**config.mk**
```make
export PLATFORM = sky130hd
export DESIGN_NAME = srs_mul
export DESIGN_NICKNAME = d
export VERILOG_FILES = /design/src/rtl/srs_pkg.sv /design/src/rtl/srs_mul.sv
export SDC_FILE = /design/constraint.sdc
export NUM_CORES = 1
export LEC_CHECK = 0
export ABC_AREA = 1
export BUFFER_PORTS_ARGS = -buffer_cell sky130_fd_sc_hd__buf_2
export CORE_MARGIN = 3
export CORE_UTILIZATION = 47
export CTS_CLUSTER_DIAMETER = 100
export DETAILED_ROUTE_END_ITERATION = 10
export GPL_TIMING_DRIVEN = 0
export PLACE_DENSITY = 0.67
export SLEW_MARGIN = 40
export SYNTH_ARGS = -nofsm -noshare
export SYNTH_HDL_FRONTEND = slang
export SYNTH_SLANG_ARGS = --single-unit
```
**constraint.sdc**
```tcl
create_clock -name i_clk -period 11.5 [get_ports i_clk]
set_input_delay 1.15 -clock i_clk [delete_from_list [all_inputs] [get_ports i_clk]]
set_output_delay 1.15 -clock i_clk [all_outputs]
set_load 0.02 [all_outputs]
```
**src/rtl/srs_pkg.sv**
```systemverilog
`timescale 1ns / 1ps
package srs_pkg;

    // Serial multiplier: signed operand widths and magnitude widths.
    localparam int A_W   = 44;
    localparam int B_W   = 35;
    localparam int MAG_A = 43;
    localparam int MAG_B = 34;
    localparam int P_W   = MAG_A + MAG_B + 1;

    // Accumulator for dot products and sums of squares.
    localparam int ACC_W = 72;

    // Square root unit: radicand and root widths.
    localparam int SQ_IN_W  = 72;
    localparam int SQ_OUT_W = 36;

    // Divider: numerator, divisor and quotient widths.
    localparam int DIV_N_W = 58;
    localparam int DIV_D_W = 36;
    localparam int DIV_Q_W = 25;

    // Register map, indexed by paddr[3:2].
    localparam logic [1:0] REG_RULING_LENGTH  = 2'd0;
    localparam logic [1:0] REG_FLAT_THRESHOLD = 2'd1;
    localparam logic [1:0] REG_INDEX_MODULUS  = 2'd2;

    localparam logic [15:0] RL_RESET = 16'd256;
    localparam logic [14:0] FT_RESET = 15'd819;
    localparam logic [15:0] IM_RESET = 16'd1;

    // Vertex roles within a star.
    localparam logic [2:0] ROLE_CENTER = 3'd0;
    localparam logic [2:0] ROLE_XF     = 3'd1;
    localparam logic [2:0] ROLE_YF     = 3'd2;
    localparam logic [2:0] ROLE_XB     = 3'd3;
    localparam logic [2:0] ROLE_YB     = 3'd4;

    typedef struct packed {
        logic [2:0]         role;
        logic [15:0]        vertex_index;
        logic               on_boundary;
        logic signed [15:0] normal_x;
        logic signed [15:0] normal_y;
        logic signed [15:0] normal_z;
        logic signed [31:0] pos_x;
        logic signed [31:0] pos_y;
        logic signed [31:0] pos_z;
    } t_in_beat;

    typedef struct packed {
        logic signed [31:0] start_x;
        logic signed [31:0] start_y;
        logic signed [31:0] start_z;
        logic signed [31:0] end_x;
        logic signed [31:0] end_y;
        logic signed [31:0] end_z;
        logic               flat;
    } t_out_beat;

endpackage

```
**src/rtl/srs_mul.sv**
```systemverilog
`timescale 1ns / 1ps
// Shift-and-add multiplier: one multiplier bit per cycle on magnitudes,
// the sign is applied to the finished product.
module srs_mul import srs_pkg::*; (
    input  logic                  i_clk,
    input  logic                  i_rst_n,
    input  logic                  i_start,
    input  logic signed [A_W-1:0] i_a,
    input  logic signed [B_W-1:0] i_b,
    output logic                  o_done,
    output logic signed [P_W-1:0] o_p
);
    localparam int CNT_W = $clog2(MAG_B + 1);

    logic [MAG_A-1:0] r_mc;
    logic [P_W-1:0]   r_p;
    logic [P_W-1:0]   n_p;
    logic             r_neg;
    logic [CNT_W-1:0] r_cnt;
    logic             r_busy;
    logic             r_done;
    logic [A_W-1:0]   a_mag;
    logic [B_W-1:0]   b_mag;
    logic [MAG_A+1:0] sum;

    assign a_mag = i_a[A_W-1] ? A_W'(-i_a) : A_W'(i_a);
    assign b_mag = i_b[B_W-1] ? B_W'(-i_b) : B_W'(i_b);

    always_comb begin
        sum = {1'b0, r_p[P_W-1:MAG_B]} + (r_p[0] ? {2'b00, r_mc} : '0);
        n_p = {sum, r_p[MAG_B-1:1]};
    end

    always_ff @(posedge i_clk) begin
        if (!i_rst_n) begin
            r_busy <= 1'b0;
            r_done <= 1'b0;
            r_cnt  <= '0;
        end else begin
            r_done <= 1'b0;
            if (i_start) begin
                r_mc   <= a_mag[MAG_A-1:0];
                r_p    <= {{(MAG_A+1){1'b0}}, b_mag[MAG_B-1:0]};
                r_neg  <= i_a[A_W-1] ^ i_b[B_W-1];
                r_cnt  <= '0;
                r_busy <= 1'b1;
            end else if (r_busy) begin
                r_p   <= n_p;
                r_cnt <= r_cnt + 1'b1;
                if (r_cnt == CNT_W'(MAG_B - 1)) begin
                    r_busy <= 1'b0;
                    r_done <= 1'b1;
                end
            end
        end
    end

    assign o_done = r_done;
    assign o_p    = r_neg ? -$signed(r_p) : $signed(r_p);

endmodule

```
==> results of run 1 <==
[cell type report]
type / instances / area, sq um
Timing Repair Buffer: 166 / 888.4
Multi-Input combinational cell: 1675 / 8148
Fill cell: 3027 / 12580
Clock inverter: 15 / 186.4
Inverter: 374 / 1404
Clock buffer: 17 / 425.4
Buffer: 38 / 157.7
Tap cell: 378 / 473.0
Sequential cell: 130 / 3824
[per-layer routing]
layer | up-vias | GRT usage [%]
met5 | - | 0
met1 | 6588 | 41.51
met2 | 677 | 53.06
li1 | 7395 | -
met4 | 0 | 13.56
met3 | 110 | 3.351
[final timing paths]
kind / slack [ps] / endpoint / depth (start not counted) / startpoint
hold / removal: 500 / r_cnt[5] / 2 / r_cnt[5]
setup reg to reg: 8270 / r_p[77] / 18 / r_p[0]
setup / recovery: 6800 / o_p[38] / 13 / r_p[0]
hold reg to reg: 500 / r_cnt[5] / 2 / r_cnt[5]
[metrics by stage]
step	utilization (%)	power, mW
global placement	52.65	1.146
finish	55.21	1.731
floorplan	-	0.9628
global route	55.21	1.816
CTS	55.18	1.726
detailed placement	53.00	1.153
[flip-flops by register name (all words and copies together) (netlist names)]
register,cells
r_mc,43
r_cnt,6
r_busy,1
o_done,1
r_neg,1
r_p,78
[logic make-up after synthesis]
group                    count (synthesis)  share of synthesized area [%]
flip-flops                             130                          28.29
XOR/XNOR                               116                          7.517
buffers and inverters                  412                          11.55
AO/OA/AOI/OAI                          200                          7.943
AND/OR/NAND/NOR                       1310                          40.10
adder cells (fa/ha/maj)                 49                          4.592
[worst min-delay path, cell delays in order, from the launching register on]
cell,delay (ps)
dfxtp_1,320
o21ai_0,70
a21oi_1,60
[power groups by stage]
stage          Sequential [mW]  Combinational, mW  Clock (mW)
2_1_floorplan            0.599              0.363           0
3_3_place_gp             0.623              0.523           0
3_5_place_dp             0.620              0.533           0
4_1_cts                  0.610              0.535       0.582
5_1_grt                  0.614              0.603       0.599
6_report                 0.611              0.540       0.579
[placed cells by master (no fill, tap or decap), types with 4 or more instances in the layout]
cell,synthesis,final
a21oi_1,78,77
buf_1,6,6
buf_2,3,163
buf_8,0,4
clkbuf_1,27,27
clkbuf_16,0,17
dfxtp_1,8,8
edfxtp_1,122,122
ha_1,48,48
inv_1,373,372
inv_8,0,5
nand2_1,738,738
nand3_1,135,135
nand4_1,68,68
nor2_1,309,309
nor2_2,8,8
nor3_1,25,25
nor4_1,5,4
o21ai_0,85,85
o21ai_1,9,9
o21ai_2,5,5
o21bai_1,7,7
o31ai_1,6,6
or2_2,6,6
xnor2_1,17,17
xor2_1,99,99
==> run_summary.xml, run 1 <==
<?xml version="1.0" encoding="UTF-8"?>
<metrics>
  <group name="synth">
    <metric name="most_repeated_cell_in_the_gate_level_netlist_after_synthesis" unit="">nand2_1</metric>
    <metric name="synth_edf_count" unit="">122</metric>
    <metric name="seq_area_frac_synth" unit="%">28.29</metric>
    <metric name="synth_nets" unit="">2348</metric>
    <metric name="synth.cells.most_frequent" unit="">nand2_1 (738), inv_1 (373), nor2_1 (309)</metric>
    <metric name="number_of_instances_in_the_synthesized_netlist" unit="">2217</metric>
    <metric name="yosys_cell_types" unit="">41</metric>
    <metric name="synthesis.area_per_instance" unit="sq um">6.096</metric>
    <metric name="asyncSetResetFlopFracSynth" unit="%">0</metric>
    <metric name="synthDominantCellAreaShare" unit="%">27.11</metric>
    <metric name="yosys-top-cells-area" unit="">edfxtp_1 (27%), nand2_1 (20%), inv_1 (10%)</metric>
    <metric name="netlist.top_cell.by_area" unit="">edfxtp_1</metric>
    <metric name="postSynthRegisterBits" unit="">130</metric>
    <metric name="synthesis.yosys.warnings" unit="">0</metric>
    <metric name="netlist_area" unit="sq um">13520</metric>
    <metric name="dominantRegCellSynth" unit="">edfxtp_1</metric>
  </group>
  <group name="pwr">
    <metric name="internal_power" unit="mW">1.048</metric>
    <metric name="total_switching_power" unit="mW">0.6823</metric>
    <metric name="power.ir.vdd_worst" unit="uV">77.38</metric>
    <metric name="clock_power_share" unit="%">33.4</metric>
    <metric name="cellPowerDensity" unit="nW/um^2">111.6</metric>
    <metric name="power.sequential.fraction" unit="%">35.3</metric>
    <metric name="switching_share" unit="%">39.42</metric>
    <metric name="standby_leakage_power" unit="nW">7.740</metric>
    <metric name="comb_power_share" unit="%">31.2</metric>
  </group>
  <group name="worst_setup_path">
    <metric name="family_with_the_most_delay_on_the_worst_path" unit="">buffers and inverters</metric>
    <metric name="critPathMostFrequentCell" unit="">nand2_1</metric>
    <metric name="worstPathArrival" unit="ps">3550</metric>
    <metric name="worst-setup-path-type" unit="">flip-flop to output port</metric>
    <metric name="worst_path_cell_chain" unit="">buf_6 -&gt; clkbuf_1 -&gt; inv_1 -&gt; ha_1 -&gt; inv_1 -&gt; nor2_4 -&gt; nand2_1 -&gt; nor2_2 -&gt; nand2_1 -&gt; nand2_1 -&gt; nand3_1 -&gt; xor2_1 -&gt; buf_2</metric>
    <metric name="critical_path_endpoint_category" unit="">output port</metric>
    <metric name="crit_fanout" unit="">10</metric>
    <metric name="crit_path_top_delay_cell" unit="">edfxtp_1</metric>
    <metric name="slowest_delay" unit="ps">420</metric>
    <metric name="cp_num_buf_inv" unit="">5</metric>
    <metric name="worst-endpoint-required" unit="ps">10350</metric>
    <metric name="critPathLaunchType" unit="">flip-flop</metric>
  </group>
  <group name="cts">
    <metric name="skew_pair_late_insertion_delay" unit="ps">450</metric>
    <metric name="htree_levels" unit="">4</metric>
    <metric name="post_cts.repair.setup_buffers" unit="">0</metric>
    <metric name="tritoncts_num_sinks" unit="">130</metric>
    <metric name="cts_inserted_buffers" unit="">17</metric>
    <metric name="cells_resized_by_post_cts_repair" unit="">0</metric>
    <metric name="postCtsHoldBufs" unit="">0</metric>
    <metric name="clkSlewWorstSetupHoldPaths" unit="ps">80</metric>
    <metric name="cts_buffer_depth" unit="">2</metric>
    <metric name="cts_tree" unit="">done</metric>
    <metric name="cts-root-buf" unit="">clkbuf_16</metric>
  </group>
  <group name="floorplan">
    <metric name="core-area" unit="sq um">28090</metric>
    <metric name="initial_utilization" unit="%">48.12</metric>
    <metric name="fp-row-count" unit="">61</metric>
    <metric name="die_area" unit="sq um">30830</metric>
    <metric name="die_x" unit="microns">175.6</metric>
    <metric name="io-pin-count" unit="">161</metric>
    <metric name="die-height" unit="microns">175.6</metric>
  </group>
  <group name="placed_design">
    <metric name="detailedPlace.worstSlack" unit="ps">7336</metric>
    <metric name="detailed_place_hpwl" unit="microns">41410</metric>
    <metric name="place.port_buffers" unit="">160</metric>
    <metric name="dp_cell_count" unit="">2760</metric>
    <metric name="dpl-instance-area" unit="sq um">14890</metric>
    <metric name="place_congestion" unit="">1.034</metric>
  </group>
  <group name="sta">
    <metric name="hold_violations" unit="">0</metric>
    <metric name="hold_ws" unit="ps">495.0</metric>
    <metric name="timing_worst_slew_pin_value" unit="ps">871.4</metric>
    <metric name="fin_worst_skew" unit="ps">23.04</metric>
    <metric name="finalSetupTns" unit="ps">0</metric>
    <metric name="setup-violations-final" unit="">0</metric>
    <metric name="timing.final.ws_setup" unit="ps">6799</metric>
    <metric name="layout_worst_path_cycle_share" unit="%">40.88</metric>
    <metric name="max-slew-margin-rel" unit="%">41.91</metric>
    <metric name="grt_setup_unrepaired" unit="">no</metric>
    <metric name="max_freq" unit="MHz">212.7</metric>
    <metric name="finalCriticalPeriod" unit="ps">4701</metric>
    <metric name="report.final.slew_viol_count" unit="">0</metric>
  </group>
  <group name="layout">
    <metric name="areaGrowthSynthToFinish" unit="%">14.73</metric>
    <metric name="nets" unit="">2533</metric>
    <metric name="n_antenna_cell" unit="">0</metric>
    <metric name="layout-drive-gt1-share" unit="%">9.814</metric>
    <metric name="layout.cell_area.non_filler" unit="sq um">15510</metric>
    <metric name="layoutNonFillerInstCount" unit="">2793</metric>
  </group>
  <group name="global_route">
    <metric name="first_global_vias" unit="">14090</metric>
    <metric name="maximum_number_of_pins_on_one_net_before_global_route_repair" unit="">31</metric>
    <metric name="initial_antenna_violation_count" unit="">0</metric>
    <metric name="global_route_wire_length_before_repair" unit="microns">76110</metric>
    <metric name="grt_overflow" unit="">0</metric>
    <metric name="track_usage" unit="%">31.63</metric>
  </group>
  <group name="worst_hold_path">
    <metric name="hold_class" unit="">flip-flop to flip-flop</metric>
  </group>
  <group name="routing">
    <metric name="drt_drc_violations_left" unit="">0</metric>
    <metric name="via_count" unit="">14770</metric>
    <metric name="drt-initial-drc-count" unit="">1301</metric>
    <metric name="highest_layer" unit="">met4</metric>
    <metric name="detailroute.wirelength.met3" unit="microns">3870</metric>
    <metric name="detail_route.wirelength" unit="microns">48730</metric>
    <metric name="met2_wirelength" unit="microns">22280</metric>
    <metric name="wl_per_cell" unit="microns">17.45</metric>
    <metric name="detail_route.vias_per_cell" unit="">5.288</metric>
    <metric name="route.layer.met1.wl" unit="microns">20460</metric>
    <metric name="first_pass_iters" unit="">6</metric>
    <metric name="ant_nets" unit="">0</metric>
  </group>
  <group name="outcome">
    <metric name="status" unit="">finished clean</metric>
  </group>
  <group name="job">
    <metric name="cap_violations" unit="">0</metric>
  </group>
</metrics>
Power figures use the tool's default switching activity.
==> run 2: changes to the inputs <==
--- a/config.mk
+++ b/config.mk
@@ -12,7 +12,7 @@
 export CTS_CLUSTER_DIAMETER = 100
 export DETAILED_ROUTE_END_ITERATION = 10
 export GPL_TIMING_DRIVEN = 0
-export PLACE_DENSITY = 0.67
+export PLACE_DENSITY = 0.69
 export SLEW_MARGIN = 40
 export SYNTH_ARGS = -nofsm -noshare
 export SYNTH_HDL_FRONTEND = slang
==> constraint.sdc (replaced) <==
create_clock -name i_clk -period 3.8 [get_ports i_clk]
set_input_delay 0.38 -clock i_clk [delete_from_list [all_inputs] [get_ports i_clk]]
set_output_delay 0.38 -clock i_clk [all_outputs]
set_load 0.02 [all_outputs]
==> run_summary.xml, run 2 (synthesized netlist as in run 1, its figures left out) <==
<?xml version="1.0" encoding="UTF-8"?>
<metrics>
  <group name="floorplan">
    <metric name="initial_utilization" unit="%">48.12</metric>
    <metric name="die-height" unit="microns">175.6</metric>
    <metric name="io-pin-count" unit="">161</metric>
    <metric name="die_x" unit="microns">175.6</metric>
    <metric name="die_area" unit="sq um">30830</metric>
    <metric name="fp-row-count" unit="">61</metric>
    <metric name="core-area" unit="sq um">28090</metric>
  </group>
  <group name="global_route">
    <metric name="initial_antenna_violation_count" unit="">1</metric>
    <metric name="first_global_vias" unit="">13820</metric>
    <metric name="global_route_wire_length_before_repair" unit="microns">75800</metric>
    <metric name="grt_overflow" unit="">0</metric>
    <metric name="maximum_number_of_pins_on_one_net_before_global_route_repair" unit="">32</metric>
    <metric name="track_usage" unit="%">31.60</metric>
  </group>
  <group name="worst_setup_path">
    <metric name="worst_path_cell_chain" unit="">buf_6 -&gt; inv_1 -&gt; ha_2 -&gt; inv_1 -&gt; nor2_4 -&gt; nand2_1 -&gt; nor2_2 -&gt; nand2_1 -&gt; nand2_1 -&gt; nand3_1 -&gt; xor2_1 -&gt; buf_2</metric>
    <metric name="worst-r2r-setup-slack" unit="ps">810</metric>
    <metric name="worstPathArrival" unit="ps">3040</metric>
    <metric name="worst-r2r-cell-count" unit="">15</metric>
    <metric name="crit_fanout" unit="">18</metric>
    <metric name="crit_path_top_delay_cell" unit="">edfxtp_1</metric>
    <metric name="worst-setup-path-type" unit="">flip-flop to output port</metric>
    <metric name="worst-endpoint-required" unit="ps">3420</metric>
    <metric name="slowest_delay" unit="ps">410</metric>
    <metric name="family_with_the_most_delay_on_the_worst_path" unit="">simple AND/OR/NAND/NOR gates</metric>
    <metric name="critPathLaunchType" unit="">flip-flop</metric>
    <metric name="worst_r2r_startpoint" unit="">r_p[0]</metric>
    <metric name="critPathMostFrequentCell" unit="">nand2_1</metric>
    <metric name="endpoint_of_the_lowest_slack_register_to_register_path" unit="">r_p[73]</metric>
    <metric name="critical_path_endpoint_category" unit="">output port</metric>
    <metric name="cp_num_buf_inv" unit="">4</metric>
  </group>
  <group name="layout">
    <metric name="registers.top_by_ff_count" unit="">r_p</metric>
    <metric name="layout_common_cells" unit="">nand2_1 (738), inv_1 (372), nor2_1 (309)</metric>
    <metric name="seq_area" unit="sq um">3824</metric>
    <metric name="areaGrowthSynthToFinish" unit="%">14.74</metric>
    <metric name="n_antenna_cell" unit="">0</metric>
    <metric name="layout-drive-gt1-share" unit="%">9.859</metric>
    <metric name="multi_input_area" unit="sq um">8150</metric>
    <metric name="biggest_regs" unit="">r_p x78, r_mc x43, r_cnt x6</metric>
    <metric name="fillCellCount" unit="">2944</metric>
    <metric name="largest_reg_flops" unit="">78</metric>
    <metric name="nets" unit="">2532</metric>
    <metric name="layout.cells.most_common" unit="">nand2_1</metric>
    <metric name="final_util" unit="%">55.21</metric>
    <metric name="layout.cell_area.non_filler" unit="sq um">15510</metric>
  </group>
  <group name="sta">
    <metric name="fin_worst_skew" unit="ps">22.27</metric>
    <metric name="layout_worst_path_cycle_share" unit="%">90.00</metric>
    <metric name="hold_ws" unit="ps">117.0</metric>
    <metric name="max_freq" unit="MHz">292.4</metric>
    <metric name="finalCriticalPeriod" unit="ps">3420</metric>
    <metric name="report.final.slew_viol_count" unit="">0</metric>
    <metric name="max-slew-margin-rel" unit="%">43.36</metric>
    <metric name="finalSetupTns" unit="ps">0</metric>
    <metric name="grt_setup_unrepaired" unit="">no</metric>
    <metric name="hold_violations" unit="">0</metric>
    <metric name="setup-violations-final" unit="">0</metric>
    <metric name="timing_worst_slew_pin_value" unit="ps">849.6</metric>
  </group>
  <group name="routing">
    <metric name="detail_route.vias_per_cell" unit="">5.293</metric>
    <metric name="first_pass_iters" unit="">6</metric>
    <metric name="drt-initial-drc-count" unit="">1297</metric>
    <metric name="drt_drc_violations_left" unit="">0</metric>
    <metric name="detail_route.wirelength" unit="microns">49180</metric>
    <metric name="via_count" unit="">14780</metric>
    <metric name="ant_nets" unit="">0</metric>
    <metric name="wl_per_cell" unit="microns">17.61</metric>
  </group>
  <group name="cts">
    <metric name="tritoncts_num_sinks" unit="">130</metric>
    <metric name="cts_tree" unit="">done</metric>
    <metric name="cts_buffer_depth" unit="">2</metric>
    <metric name="skew_pair_late_insertion_delay" unit="ps">440</metric>
    <metric name="clkSlewWorstSetupHoldPaths" unit="ps">80</metric>
    <metric name="cts_inserted_buffers" unit="">17</metric>
    <metric name="cts-root-buf" unit="">clkbuf_16</metric>
    <metric name="htree_levels" unit="">4</metric>
    <metric name="postCtsHoldBufs" unit="">0</metric>
  </group>
  <group name="placed_design">
    <metric name="detailed_place_hpwl" unit="microns">41780</metric>
    <metric name="place_congestion" unit="">0.9838</metric>
    <metric name="place.port_buffers" unit="">160</metric>
    <metric name="dpl-instance-area" unit="sq um">14900</metric>
  </group>
  <group name="pwr">
    <metric name="power.ir.vdd_worst" unit="uV">212.2</metric>
    <metric name="cellPowerDensity" unit="nW/um^2">338.0</metric>
    <metric name="standby_leakage_power" unit="nW">7.735</metric>
  </group>
  <group name="worst_hold_path">
    <metric name="worst_hold_startpoint" unit="">i_a[0]</metric>
    <metric name="hold_end" unit="">r_mc[0]</metric>
    <metric name="min_delay_path_depth" unit="">1</metric>
    <metric name="hold_class" unit="">input pin to flip-flop</metric>
  </group>
  <group name="job">
    <metric name="cap_violations" unit="">0</metric>
  </group>
  <group name="outcome">
    <metric name="status" unit="">finished clean</metric>
  </group>
</metrics>
## run 2: cell type report
type	instances	share of cell area, %
buffer	37	0.9924
timing repair buffer	166	5.753
multi-input combinational	1675	52.56
clock inverter	15	1.194
sequential	130	24.66
tap	378	3.050
clock buffer	17	2.743
inverter	374	9.053
## run 2: how the worst max path moves through the flow
| stage | from | to | depth (start not counted) |
|---|---|---|---|
| after floorplan | r_busy | r_busy | 5 |
| after global placement | i_start | r_busy | 6 |
| after detailed placement | r_p[0] | o_p[38] | 13 |
| after CTS | r_p[0] | o_p[38] | 13 |
| after global routing | r_p[0] | o_p[38] | 12 |
| final | r_p[0] | o_p[38] | 12 |
## run 2: layer usage
metal	wire [microns]	part of all wire [%]	up-vias	GRT usage (%)
li1	-	-	7381	-
met1	21290	43	6692	42.17
met2	22640	46	614	52.93
met3	3470	7.1	92	3.351
met4	1775	3.6	0	12.01
met5	0	0	-	0
## run 2: repair_timing
action / CTS / global route
setup buffers: 0 / 0
endpoints found under the setup margin: 3 / 5
resized for setup: 1 / 0
gates cloned: 0 / 0
## run 2: metrics by stage
| step | std cells | setup WS, ps | power [mW] |
|---|---|---|---|
| 6_report | 2792 | 379.9 | 5.242 |
| 5_1_grt | 2792 | 261.5 | 5.504 |
| 4_1_cts | 2793 | 53.24 | 5.229 |
| 3_5_place_dp | 2761 | 425.1 | 3.497 |
| 3_3_place_gp | 2755 | -1005 | 3.468 |
| 2_1_floorplan | 2217 | 460.4 | 2.911 |
## run 2: power by group
group	switching [mW]	total [mW]	leakage, nW	internal [mW]
clock	0.798	1.74	0.293	0.946
combinational	1.14	1.65	6.21	0.508
sequential	0.129	1.85	1.23	1.72
total	2.07	5.24	7.73	3.17
