`config.mk`:
```
export PLATFORM = sky130hd
export DESIGN_NAME = srs_sqrt
export DESIGN_NICKNAME = d
export VERILOG_FILES = /design/src/rtl/srs_pkg.sv /design/src/rtl/srs_sqrt.sv
export SDC_FILE = /design/constraint.sdc
export NUM_CORES = 1
export LEC_CHECK = 0
export BUFFER_PORTS_ARGS = -buffer_cell sky130_fd_sc_hd__buf_2
export CORE_MARGIN = 2
export CORE_UTILIZATION = 49
export DETAILED_ROUTE_END_ITERATION = 10
export GPL_TIMING_DRIVEN = 1
export HOLD_SLACK_MARGIN = 0.02
export PLACE_DENSITY = 0.67
export SETUP_SLACK_MARGIN = 0.15
export SLEW_MARGIN = 10
export SYNTH_ARGS = -nofsm -noshare
export SYNTH_HDL_FRONTEND = slang
export SYNTH_SLANG_ARGS = --single-unit
```
`constraint.sdc`:
```
create_clock -name i_clk -period 11.8 [get_ports i_clk]
set_input_delay 0.59 -clock i_clk [delete_from_list [all_inputs] [get_ports i_clk]]
set_output_delay 0.59 -clock i_clk [all_outputs]
set_load 0.01 [all_outputs]
```
`src/rtl/srs_pkg.sv`:
```
`timescale 1ns / 1ps
package srs_pkg;

    // Serial multiplier: signed operand widths and magnitude widths.
    localparam int A_W   = 44;
    localparam int B_W   = 35;
    localparam int MAG_A = 43;
    localparam int MAG_B = 34;
    localparam int P_W   = MAG_A + MAG_B + 1;

    // Accumulator for dot products and sums of squares.
    localparam int ACC_W = 72;

    // Square root unit: radicand and root widths.
    localparam int SQ_IN_W  = 72;
    localparam int SQ_OUT_W = 36;

    // Divider: numerator, divisor and quotient widths.
    localparam int DIV_N_W = 58;
    localparam int DIV_D_W = 36;
    localparam int DIV_Q_W = 25;

    // Register map, indexed by paddr[3:2].
    localparam logic [1:0] REG_RULING_LENGTH  = 2'd0;
    localparam logic [1:0] REG_FLAT_THRESHOLD = 2'd1;
    localparam logic [1:0] REG_INDEX_MODULUS  = 2'd2;

    localparam logic [15:0] RL_RESET = 16'd256;
    localparam logic [14:0] FT_RESET = 15'd819;
    localparam logic [15:0] IM_RESET = 16'd1;

    // Vertex roles within a star.
    localparam logic [2:0] ROLE_CENTER = 3'd0;
    localparam logic [2:0] ROLE_XF     = 3'd1;
    localparam logic [2:0] ROLE_YF     = 3'd2;
    localparam logic [2:0] ROLE_XB     = 3'd3;
    localparam logic [2:0] ROLE_YB     = 3'd4;

    typedef struct packed {
        logic [2:0]         role;
        logic [15:0]        vertex_index;
        logic               on_boundary;
        logic signed [15:0] normal_x;
        logic signed [15:0] normal_y;
        logic signed [15:0] normal_z;
        logic signed [31:0] pos_x;
        logic signed [31:0] pos_y;
        logic signed [31:0] pos_z;
    } t_in_beat;

    typedef struct packed {
        logic signed [31:0] start_x;
        logic signed [31:0] start_y;
        logic signed [31:0] start_z;
        logic signed [31:0] end_x;
        logic signed [31:0] end_y;
        logic signed [31:0] end_z;
        logic               flat;
    } t_out_beat;

endpackage

```
`src/rtl/srs_sqrt.sv`:
```
`timescale 1ns / 1ps
// Digit-by-digit integer square root, one root bit per cycle.
module srs_sqrt import srs_pkg::*; (
    input  logic                i_clk,
    input  logic                i_rst_n,
    input  logic                i_start,
    input  logic [SQ_IN_W-1:0]  i_v,
    output logic                o_done,
    output logic [SQ_OUT_W-1:0] o_root
);
    localparam int CNT_W = $clog2(SQ_OUT_W + 1);
    localparam int REM_W = SQ_OUT_W + 4;

    logic [SQ_IN_W-1:0]  r_v;
    logic [REM_W-1:0]    r_rem;
    logic [SQ_OUT_W-1:0] r_root;
    logic [CNT_W-1:0]    r_cnt;
    logic                r_busy;
    logic                r_done;
    logic [REM_W-1:0]    rem2;
    logic [REM_W-1:0]    trial;

    assign rem2  = {r_rem[SQ_OUT_W+1:0], r_v[SQ_IN_W-1 -: 2]};
    assign trial = {2'b00, r_root, 2'b01};

    always_ff @(posedge i_clk) begin
        if (!i_rst_n) begin
            r_busy <= 1'b0;
            r_done <= 1'b0;
            r_cnt  <= '0;
        end else begin
            r_done <= 1'b0;
            if (i_start) begin
                r_v    <= i_v;
                r_rem  <= '0;
                r_root <= '0;
                r_cnt  <= '0;
                r_busy <= 1'b1;
            end else if (r_busy) begin
                r_v <= {r_v[SQ_IN_W-3:0], 2'b00};
                if (rem2 >= trial) begin
                    r_rem  <= rem2 - trial;
                    r_root <= {r_root[SQ_OUT_W-2:0], 1'b1};
                end else begin
                    r_rem  <= rem2;
                    r_root <= {r_root[SQ_OUT_W-2:0], 1'b0};
                end
                r_cnt <= r_cnt + 1'b1;
                if (r_cnt == CNT_W'(SQ_OUT_W - 1)) begin
                    r_busy <= 1'b0;
                    r_done <= 1'b1;
                end
            end
        end
    end

    assign o_done = r_done;
    assign o_root = r_root;

endmodule

```
==> impl_metrics.csv, run 1 <==
group,metric,value,unit
yosys,synth_edf_count,146,
cts,cts_buffers,17,
pwr,power_switching,436.8,µW
route,via_per_inst,5.381,
final_layout,utilization,57.49,%
placement,io_buffers,111,
worst_hold_path,worstHoldStart,"i_v[1]",
cts,htreeDepth,4,
global_route,gr-total-overflow,0,
global_route,grt_pass1_wl,27.97,mm
floorplan,start_util,49.69,%
pwr,comb_power_share,20.8,%
cts,holdBufCountCts,0,
timing,maxSlewViolCount,0,
yosys,synthFlopType,"edfxtp_1",
worst_setup_path,startpoint_type,"register",
yosys,yosysWarnings,0,
pwr,p_int,1.149,mW
route,vias,5822,
pwr,ir_worst_vdd,105.9,µV
worst_setup_path,crit_required,12.06,ns
worst_hold_path,hp-class,"input pin to register",
route,drt-total-wl,16.75,mm
timing,finalClockSkew,0.01195,ns
cts,clk_pin_slew,0.06,ns
pwr,clkPwrFrac,36.8,%
cts,ctsRootBufferMaster,"clkbuf_16",
route,met3_length,1.019,mm
timing,tightest_slew,1.131,ns
global_route,antenna_found_initial,0,
pwr,swShare,27.54,%
timing,fmax,303.1,MHz
yosys,syn-num-nets,858,
floorplan,rows,48,
global_route,grt_util_all_layers,19.14,%
route,routed.top_layer,"met4",
timing,worst_slack,8.501,ns
final_layout,nets,959,
route,dr.pass1.iters,5,
yosys,synth_cell_type_count,58,
final_layout,final_layout_size_suffix_gt1_share,28.35,%
yosys,synth_area,8506,µm²
timing,rsz0062_at_grt,"no",
cts,clkLatencyLatePin,0.43,ns
cts,cts_tree,"done",
yosys,synth_most_common_cell,"edfxtp_1",
placement,place_area,9218,µm²
placement,hpwl,11.46,mm
timing,setup_tns,0,ns
final_layout,final_area,9839,µm²
timing,relSlewSlack,24.59,%
floorplan,core_area,17120,µm²
placement,preCtsSetupSlack,8.485,ns
cts,cts_buffer_depth,2,
timing,period_needed,3.299,ns
worst_setup_path,end_kind,"register",
yosys,avgSynthCellArea,11.43,µm²
cts,post-cts-setup-buffers,0,
timing,setup_violations,0,
yosys,synthTopCellsByArea,"edfxtp_1 52%, mux2_2 9.3%, ha_1 5.7%",
final_layout,area_delta_synth_final,15.68,%
run_status,status,"finished clean",
worst_setup_path,critPathArrivalTime,3.56,ns
yosys,synthTopCellsByCount,"146 x edfxtp_1, 81 x nand2_1, 72 x nor2_1, 70 x a21oi_1, 70 x mux2_2",
worst_setup_path,path_max_fanout,38,
pwr,power.leakage,3.877,nW
yosys,yosysSeqAreaShare,53.43,%
worst_setup_path,startpoint,"o_root[2]",
worst_setup_path,r2r_start,"o_root[2]",
flow_run,maxCapViolCount,0,
cts,clock-sinks,154,
timing,hold_viol,0,
yosys,synth-async-reset-ratio,0,%
yosys,yosys.area.top_type,"edfxtp_1",
yosys,syn_inst,744,
yosys,synth.top_cell.area_share,51.54,%
route,drc,0,
timing,fin_crit_sh,27.96,%
floorplan,io-pin-count,112,
worst_setup_path,path_class,"register to register",
placement,place_congestion,0.8856,
floorplan,die_w,135.8,µm
route,wl_met2,7.956,mm
final_layout,n_antenna_cell,0,
pwr,pwr-share-seq,42.4,%
route,drtIter0Drc,344,
floorplan,dieArea,18430,µm²
floorplan,fp.dieH,135.8,µm
cts,cts.repair.resized,0,
pwr,power_density,161.2,nW/µm²
route,wire_per_inst,15.48,µm
route,wirelength_met1,7.631,mm
worst_setup_path,ff2ff_setup_slack,8.50,ns
global_route,grt_max_degree,85,
yosys,ys_ff_latch,154,
route,ant_nets,0,
global_route,first_global_vias,5847,
critical path: stages (launching register included):
cell and delay, ns:
edfxtp_1 0.35, inv_1 0.06, ha_1 0.36, nand2_1 0.15, nor3_1 0.39, nand4_1 0.14, o31a_1 0.25, a21oi_1 0.18
a21oi_2 0.09, nor2_2 0.19, a211o_1 0.22, buf_4 0.43, nor2_1 0.10, a211oi_2 0.21
sequential cells by signal (all words and copies together) (netlist names):
| register | cells |
|---|---|
| r_busy | 1 |
| o_root | 36 |
| r_v | 72 |
| o_done | 1 |
| r_rem | 38 |
| r_cnt | 6 |
final cells by class:
cell class | instances | area, µm²
fill | 1451 | 7277
tap | 225 | 281.5
clock inverter | 14 | 196.4
multi-input combinational | 506 | 3608
timing repair buffer | 116 | 595.6
sequential | 154 | 4544
inverter | 50 | 187.7
clock buffer | 17 | 425.4
cells by family (layout without fill, tap and decap cells):
| family | count (synthesis) | in the layout | synth area share, % |
|---|---|---|---|
| simple gates | 206 | 206 | 10.64 |
| flops | 154 | 154 | 53.43 |
| compound gates | 152 | 152 | 12.67 |
| buf+inv | 84 | 197 | 4.236 |
| mux | 71 | 71 | 9.385 |
| fa+ha+maj | 39 | 39 | 5.737 |
| xor+xnor | 38 | 38 | 3.913 |
metrics by stage:
step           cells  hold slack (ns)  total power [mW]
2_1_floorplan    744           0.4584            0.9432
3_3_place_gp    1051           0.4682             1.004
3_5_place_dp    1051           0.5212             1.013
4_1_cts         1082           0.4360             1.596
5_1_grt         1082           0.4422             1.663
6_report        1082           0.4497             1.586
layer usage:
layer	vias to the layer above	track usage, %
met5	-	0
met4	0	5.324
met3	12	6.285
met2	128	30.11
met1	2795	25.49
li1	2887	-
power by group through the flow:
| stage | combinational [mW] | sequential (mW) | clock (mW) |
|---|---|---|---|
| after detailed placement | 0.330 | 0.683 | 0 |
| after floorplan | 0.259 | 0.684 | 0 |
| after CTS | 0.332 | 0.672 | 0.592 |
| after global placement | 0.322 | 0.682 | 0 |
| after global routing | 0.370 | 0.677 | 0.616 |
| final | 0.331 | 0.672 | 0.584 |
placed cells by master (no fill, tap or decap), drive strengths merged, types with 2 or more instances in the layout:
cell type  instances
a211oi            12
a21o               9
a21oi             73
a221oi             2
a311oi             2
a31oi              6
and2               2
and3               2
and4               3
buf              116
bufinv             4
clkbuf            17
clkinv             4
clkinvlp           4
dfxtp              8
edfxtp           146
ha                39
inv               52
mux2              70
nand2             81
nand2b             7
nand3              9
nand4             10
nor2              73
nor2b              6
nor3               8
nor4               2
o211ai             5
o21a               4
o21ai             24
o21bai             2
o221ai             2
o31ai              3
or3                2
xnor2             27
xor2              11
final timing paths:
check / endpoint / cells after the start
worst max register to register: r_rem[18] / 13
worst min register to register: r_cnt[5] / 2
worst min-delay path: r_v[1] / 2
worst max-delay path: r_rem[18] / 13
Power figures use the tool's default switching activity.
==> inputs of run 2 (changes only) <==
==> constraint.sdc (replaced) <==
create_clock -name i_clk -period 3.42 [get_ports i_clk]
set_input_delay 0.171 -clock i_clk [delete_from_list [all_inputs] [get_ports i_clk]]
set_output_delay 0.171 -clock i_clk [all_outputs]
set_load 0.01 [all_outputs]
==> impl_metrics.csv, run 2 (same netlist as run 1, synthesis figures left out) <==
group,metric,value,unit
worst_setup_path,end_kind,"register",
route,drc,0,
worst_hold_path,worstHoldStart,"i_v[1]",
worst_setup_path,crit_required,3.68,ns
placement,place_congestion,0.8862,
placement,hpwl,11.74,mm
worst_setup_path,path_cells,"ha_1, nand2_1, nor2_1, nand4_1, o31a_1, a21oi_1, a21oi_2, nor2_2, a211o_1, buf_6, nor2_1, a211oi_2",
global_route,first_global_vias,5934,
final_layout,largest_reg_flops,72,
floorplan,dieArea,18430,µm²
timing,maxSlewViolCount,0,
cts,clk_pin_slew,0.07,ns
timing,tightest_slew,0.8337,ns
timing,fmax,328.7,MHz
worst_hold_path,hp-class,"input pin to register",
worst_setup_path,path_max_fanout,29,
worst_setup_path,r2r_start,"r_rem[15]",
timing,setup_violations,0,
final_layout,regMostFlops,"r_v",
cts,cts_buffer_depth,2,
run_status,status,"finished clean",
route,vias,5924,
flow_run,maxCapViolCount,0,
timing,period_needed,3.042,ns
placement,io_buffers,111,
cts,clkLatencyLatePin,0.43,ns
cts,htreeDepth,4,
route,via_per_inst,5.450,
timing,finalClockSkew,0.01063,ns
cts,cts_tree,"done",
cts,ctsRootBufferMaster,"clkbuf_16",
worst_setup_path,startpoint,"r_rem[15]",
timing,rsz0062_at_grt,"no",
pwr,ir_worst_vdd,417.2,µV
pwr,p_total,5.386,mW
timing,setup_tns,0,ns
worst_setup_path,slowest_stage,"ha_1",
cts,cts_buffers,17,
route,drtIter0Drc,422,
route,drt-total-wl,17.34,mm
route,wire_per_inst,15.95,µm
worst_setup_path,worst_path_largest_cell_delay,0.46,ns
floorplan,core_area,17120,µm²
final_layout,n_antenna_cell,0,
global_route,antenna_found_initial,2,
timing,hold_viol,0,
worst_setup_path,critPathArrivalTime,3.30,ns
floorplan,die_w,135.8,µm
route,ant_nets,0,
global_route,grt_max_degree,88,
final_layout,utilization,57.84,%
timing,fin_crit_sh,88.95,%
cts,clock-sinks,154,
floorplan,fp.dieH,135.8,µm
global_route,gr-total-overflow,0,
final_layout,final_cell_mix,"146 x edfxtp_1, 110 x buf_2, 81 x nand2_1, 72 x nor2_1",
timing,relSlewSlack,44.42,%
pwr,power_density,544.1,nW/µm²
worst_setup_path,startpoint_type,"register",
final_layout,layout_commonest_cell,"edfxtp_1",
global_route,grt_pass1_wl,28.35,mm
final_layout,final_layout_size_suffix_gt1_share,28.65,%
worst_setup_path,path_class,"register to register",
floorplan,rows,48,
floorplan,io-pin-count,112,
floorplan,start_util,49.69,%
pwr,power.leakage,3.911,nW
route,dr.pass1.iters,5,
global_route,grt_util_all_layers,19.42,%
final_layout,area_delta_synth_final,16.39,%
worst_setup_path,crit_path_frequent_cell,"nor2_1",
final_layout,nets,963,
## run 2: changes by cell type in the layout (fill, tap and decap cells not counted), moves of 2 or more
| cell | change |
|---|---|
| bufinv_16 | -4 |
| clkinv_8 | +4 |
| clkinvlp_4 | -4 |
| inv_8 | +4 |
| buf_12 | +3 |
| buf_4 | -3 |
| dlygate4sd3_1 | +3 |
| inv_6 | +2 |
## run 2: timing repair
item / in CTS / in global routing
resized for setup: 0 / 2
hold buffers: 3 / 0
endpoints found under the hold margin: 3 / 0
endpoints found under the setup margin: 0 / 12
setup buffers: 0 / 0
## run 2: layer usage
metal	track usage, %	wire length [µm]	share of wire [%]
met1	24.07	7544	44
met2	32.10	8421	49
met3	5.612	1053	6.1
met4	7.639	308	1.8
met5	0	13	0.075
## run 2: critical path, delay by kind of cell, from the launching register on
kind | cells | cell delay (ns)
and+or+nand+nor | 5 | 0.80
DFF | 1 | 0.40
AOI/OAI and AO/OA | 5 | 0.93
buffers and inverters | 1 | 0.26
adders and majority gates | 1 | 0.46
## run 2: power by group
group	switching, mW	internal (mW)	leakage, nW	total [mW]
combinational	0.668	0.501	2.14	1.17
sequential	0.0617	2.25	1.48	2.31
clock	0.914	0.988	0.293	1.90
total	1.64	3.74	3.91	5.39
## run 2: cell type report
type,instances,area (µm²)
Tap cell,225,281.5
Clock inverter,15,173.9
Sequential cell,154,4544
Multi-Input combinational cell,506,3612
Timing Repair Buffer,120,674.4
Inverter,50,187.7
Fill cell,1431,7217
Clock buffer,17,425.4
## run 2: path summary, 6_finish.rpt
path / cells past startpoint / endpoint / slack, ns
hold / removal: 2 / r_v[1] / 0.04
setup reg to reg: 12 / r_rem[27] / 0.38
setup / recovery: 12 / r_rem[27] / 0.38
hold reg to reg: 1 / r_v[35] / 0.55
## run 2: through the flow
| step | hold slack [ns] | cells | setup slack (ns) | cell area (µm²) |
|---|---|---|---|---|
| after global routing | 0.02926 | 1087 | 0.1409 | 9899 |
| after floorplan | 0.3595 | 744 | 0.5431 | 8507 |
| after global placement | 0.4559 | 1052 | 0.4969 | 9263 |
| after detailed placement | 0.4633 | 1052 | 0.3359 | 9263 |
| after CTS | 0.02101 | 1087 | 0.3076 | 9892 |
| final | 0.03765 | 1087 | 0.3777 | 9899 |
==> inputs of run 3 (changes only) <==
--- a/config.mk
+++ b/config.mk
@@ -5,13 +5,13 @@
 export SDC_FILE = /design/constraint.sdc
 export NUM_CORES = 1
 export LEC_CHECK = 0
-export BUFFER_PORTS_ARGS = -buffer_cell sky130_fd_sc_hd__buf_2
+export BUFFER_PORTS_ARGS = -buffer_cell sky130_fd_sc_hd__buf_4
 export CORE_MARGIN = 2
-export CORE_UTILIZATION = 49
+export CORE_UTILIZATION = 58
 export DETAILED_ROUTE_END_ITERATION = 10
 export GPL_TIMING_DRIVEN = 1
 export HOLD_SLACK_MARGIN = 0.02
-export PLACE_DENSITY = 0.67
+export PLACE_DENSITY = 0.78
 export SETUP_SLACK_MARGIN = 0.15
 export SLEW_MARGIN = 10
 export SYNTH_ARGS = -nofsm -noshare
==> impl_metrics.csv, run 3 (same netlist as run 1, synthesis figures left out) <==
group,metric,value,unit
global_route,gr-total-overflow,0,
worst_setup_path,path_class,"register to register",
cts,cts_buffer_depth,2,
pwr,ir_worst_vdd,328.6,µV
worst_setup_path,critPathArrivalTime,3.18,ns
placement,place_area,9499,µm²
timing,tightest_slew,0.7065,ns
pwr,power.leakage,4.013,nW
final_layout,largest_reg_flops,72,
timing,finalClockSkew,0.007211,ns
final_layout,regArea,4544,µm²
cts,clk_pin_slew,0.06,ns
global_route,grt_max_degree,148,
final_layout,n_fill_cell,1048,
floorplan,core_area,14420,µm²
final_layout,final_cell_mix,"146 x edfxtp_1, 114 x buf_4, 81 x nand2_1",
final_layout,instances_no_fill,1044,
global_route,antenna_found_initial,0,
placement,place_congestion,0.9620,
global_route,grt_pass1_wl,29.79,mm
worst_setup_path,slowest_stage,"edfxtp_1",
route,vias,6016,
global_route,grt_util_all_layers,23.29,%
timing,setup_tns,0,ns
cts,cts_buffers,17,
floorplan,io-pin-count,112,
cts,htreeDepth,4,
placement,io_buffers,111,
worst_setup_path,crit_path_frequent_cell,"a211oi_2",
timing,rsz0062_at_grt,"no",
timing,fin_crit_sh,88.73,%
worst_setup_path,end_kind,"register",
timing,relSlewSlack,52.90,%
final_layout,area_delta_synth_final,19.49,%
final_layout,multi_input_area,3625,µm²
floorplan,start_util,58.97,%
floorplan,die_w,125.1,µm
final_layout,nets,961,
timing,maxSlewViolCount,0,
worst_hold_path,hp-class,"input pin to register",
floorplan,dieArea,15650,µm²
timing,fmax,329.5,MHz
flow_run,maxCapViolCount,0,
worst_setup_path,path_max_fanout,22,
final_layout,layout_commonest_cell,"edfxtp_1",
route,drtIter0Drc,407,
run_status,status,"finished clean",
timing,hold_viol,0,
cts,ctsRootBufferMaster,"clkbuf_16",
route,ant_nets,0,
global_route,first_global_vias,6310,
cts,cts_tree,"done",
final_layout,final_area,10160,µm²
cts,holdBufCountCts,0,
worst_setup_path,crit_required,3.57,ns
final_layout,final_layout_size_suffix_gt1_share,29.30,%
timing,period_needed,3.035,ns
worst_setup_path,startpoint_type,"register",
pwr,power_density,542.5,nW/µm²
final_layout,regMostFlops,"r_v",
route,drc,0,
floorplan,rows,44,
cts,clkLatencyLatePin,0.43,ns
route,wire_per_inst,17.03,µm
final_layout,utilization,70.46,%
worst_setup_path,path_cells,"inv_1, ha_2, a211oi_2, o21ai_1, nor4_2, o31a_1, a21oi_1, a21oi_2, nor2_2, a211o_1, buf_4, nor2_1, a211oi_2",
final_layout,n_antenna_cell,0,
worst_setup_path,worst_path_largest_cell_delay,0.40,ns
timing,worst_slack,0.3853,ns
floorplan,fp.dieH,125.1,µm
route,dr.pass1.iters,7,
timing,setup_violations,0,
placement,dp.cells,1011,
placement,preCtsSetupSlack,0.3411,ns
placement,hpwl,12.21,mm
cts,clock-sinks,154,
route,drt-total-wl,17.78,mm
route,via_per_inst,5.762,
[run 3: changes by cell type in the layout (fill, tap and decap cells not counted), moves of 2 or more]
cell / delta
buf_4: +111
nor2_2: +2
clkbuf_8: +4
clkbuf_16: +4
dlygate4sd3_1: -3
clkinv_8: -4
nor2_1: -2
inv_8: -5
buf_2: -110
[run 3: critical path: cells and delay by family (launching register included)]
family / cells / cell delay, ns
buffers and inverters: 2 / 0.33
AOI/OAI and AO/OA: 7 / 1.20
adders and majority gates: 1 / 0.32
and+or+nand+nor: 3 / 0.50
DFF: 1 / 0.40
[run 3: worst paths after layout]
| check | start | endpoint | slack (ns) | cells past startpoint |
|---|---|---|---|---|
| setup / recovery | o_root[19] | r_rem[31] | 0.39 | 13 |
| hold / removal | i_v[0] | r_v[0] | 0.04 | 2 |
| setup reg to reg | o_root[19] | r_rem[31] | 0.39 | 13 |
| hold reg to reg | r_cnt[5] | r_cnt[5] | 0.51 | 2 |
[run 3: final cells by class]
class	instances	area share (%)
clock buffer	25	5.712
sequential	154	44.71
timing repair buffer	118	9.208
tap	184	2.265
clock inverter	7	0.5909
multi-input combinational	506	35.66
inverter	50	1.847
[run 3: power breakdown]
part           internal (mW)  leakage (nW)  total (mW)  switching (mW)
combinational          0.538          2.22        1.23           0.688
sequential              2.25          1.48        2.32          0.0649
clock                   1.19         0.314        1.97           0.776
[run 3: per-layer routing]
| metal | wire, µm | vias up | part of all wire [%] | GRT usage (%) |
|---|---|---|---|---|
| li1 | - | 2900 | - | - |
| met1 | 7395 | 2841 | 42 | 28.76 |
| met2 | 8749 | 237 | 49 | 38.97 |
| met3 | 1279 | 38 | 7.2 | 7.189 |
| met4 | 357 | 0 | 2.0 | 8.235 |
| met5 | 0 | - | 0 | 0 |
[run 3: per-stage QoR]
step                hold WS (ns)  total power, mW
detailed placement        0.4673            3.554
global placement          0.4635            3.513
finish                   0.03508            5.514
floorplan                 0.3595            3.247
CTS                      0.02389            5.521
global route             0.03372            5.749
[run 3: what timing repair did]
item	4_1_cts	5_1_grt
endpoints found under the hold margin	0	0
setup endpoints to repair	0	16
buffers inserted	0	1
gates resized for setup	0	5
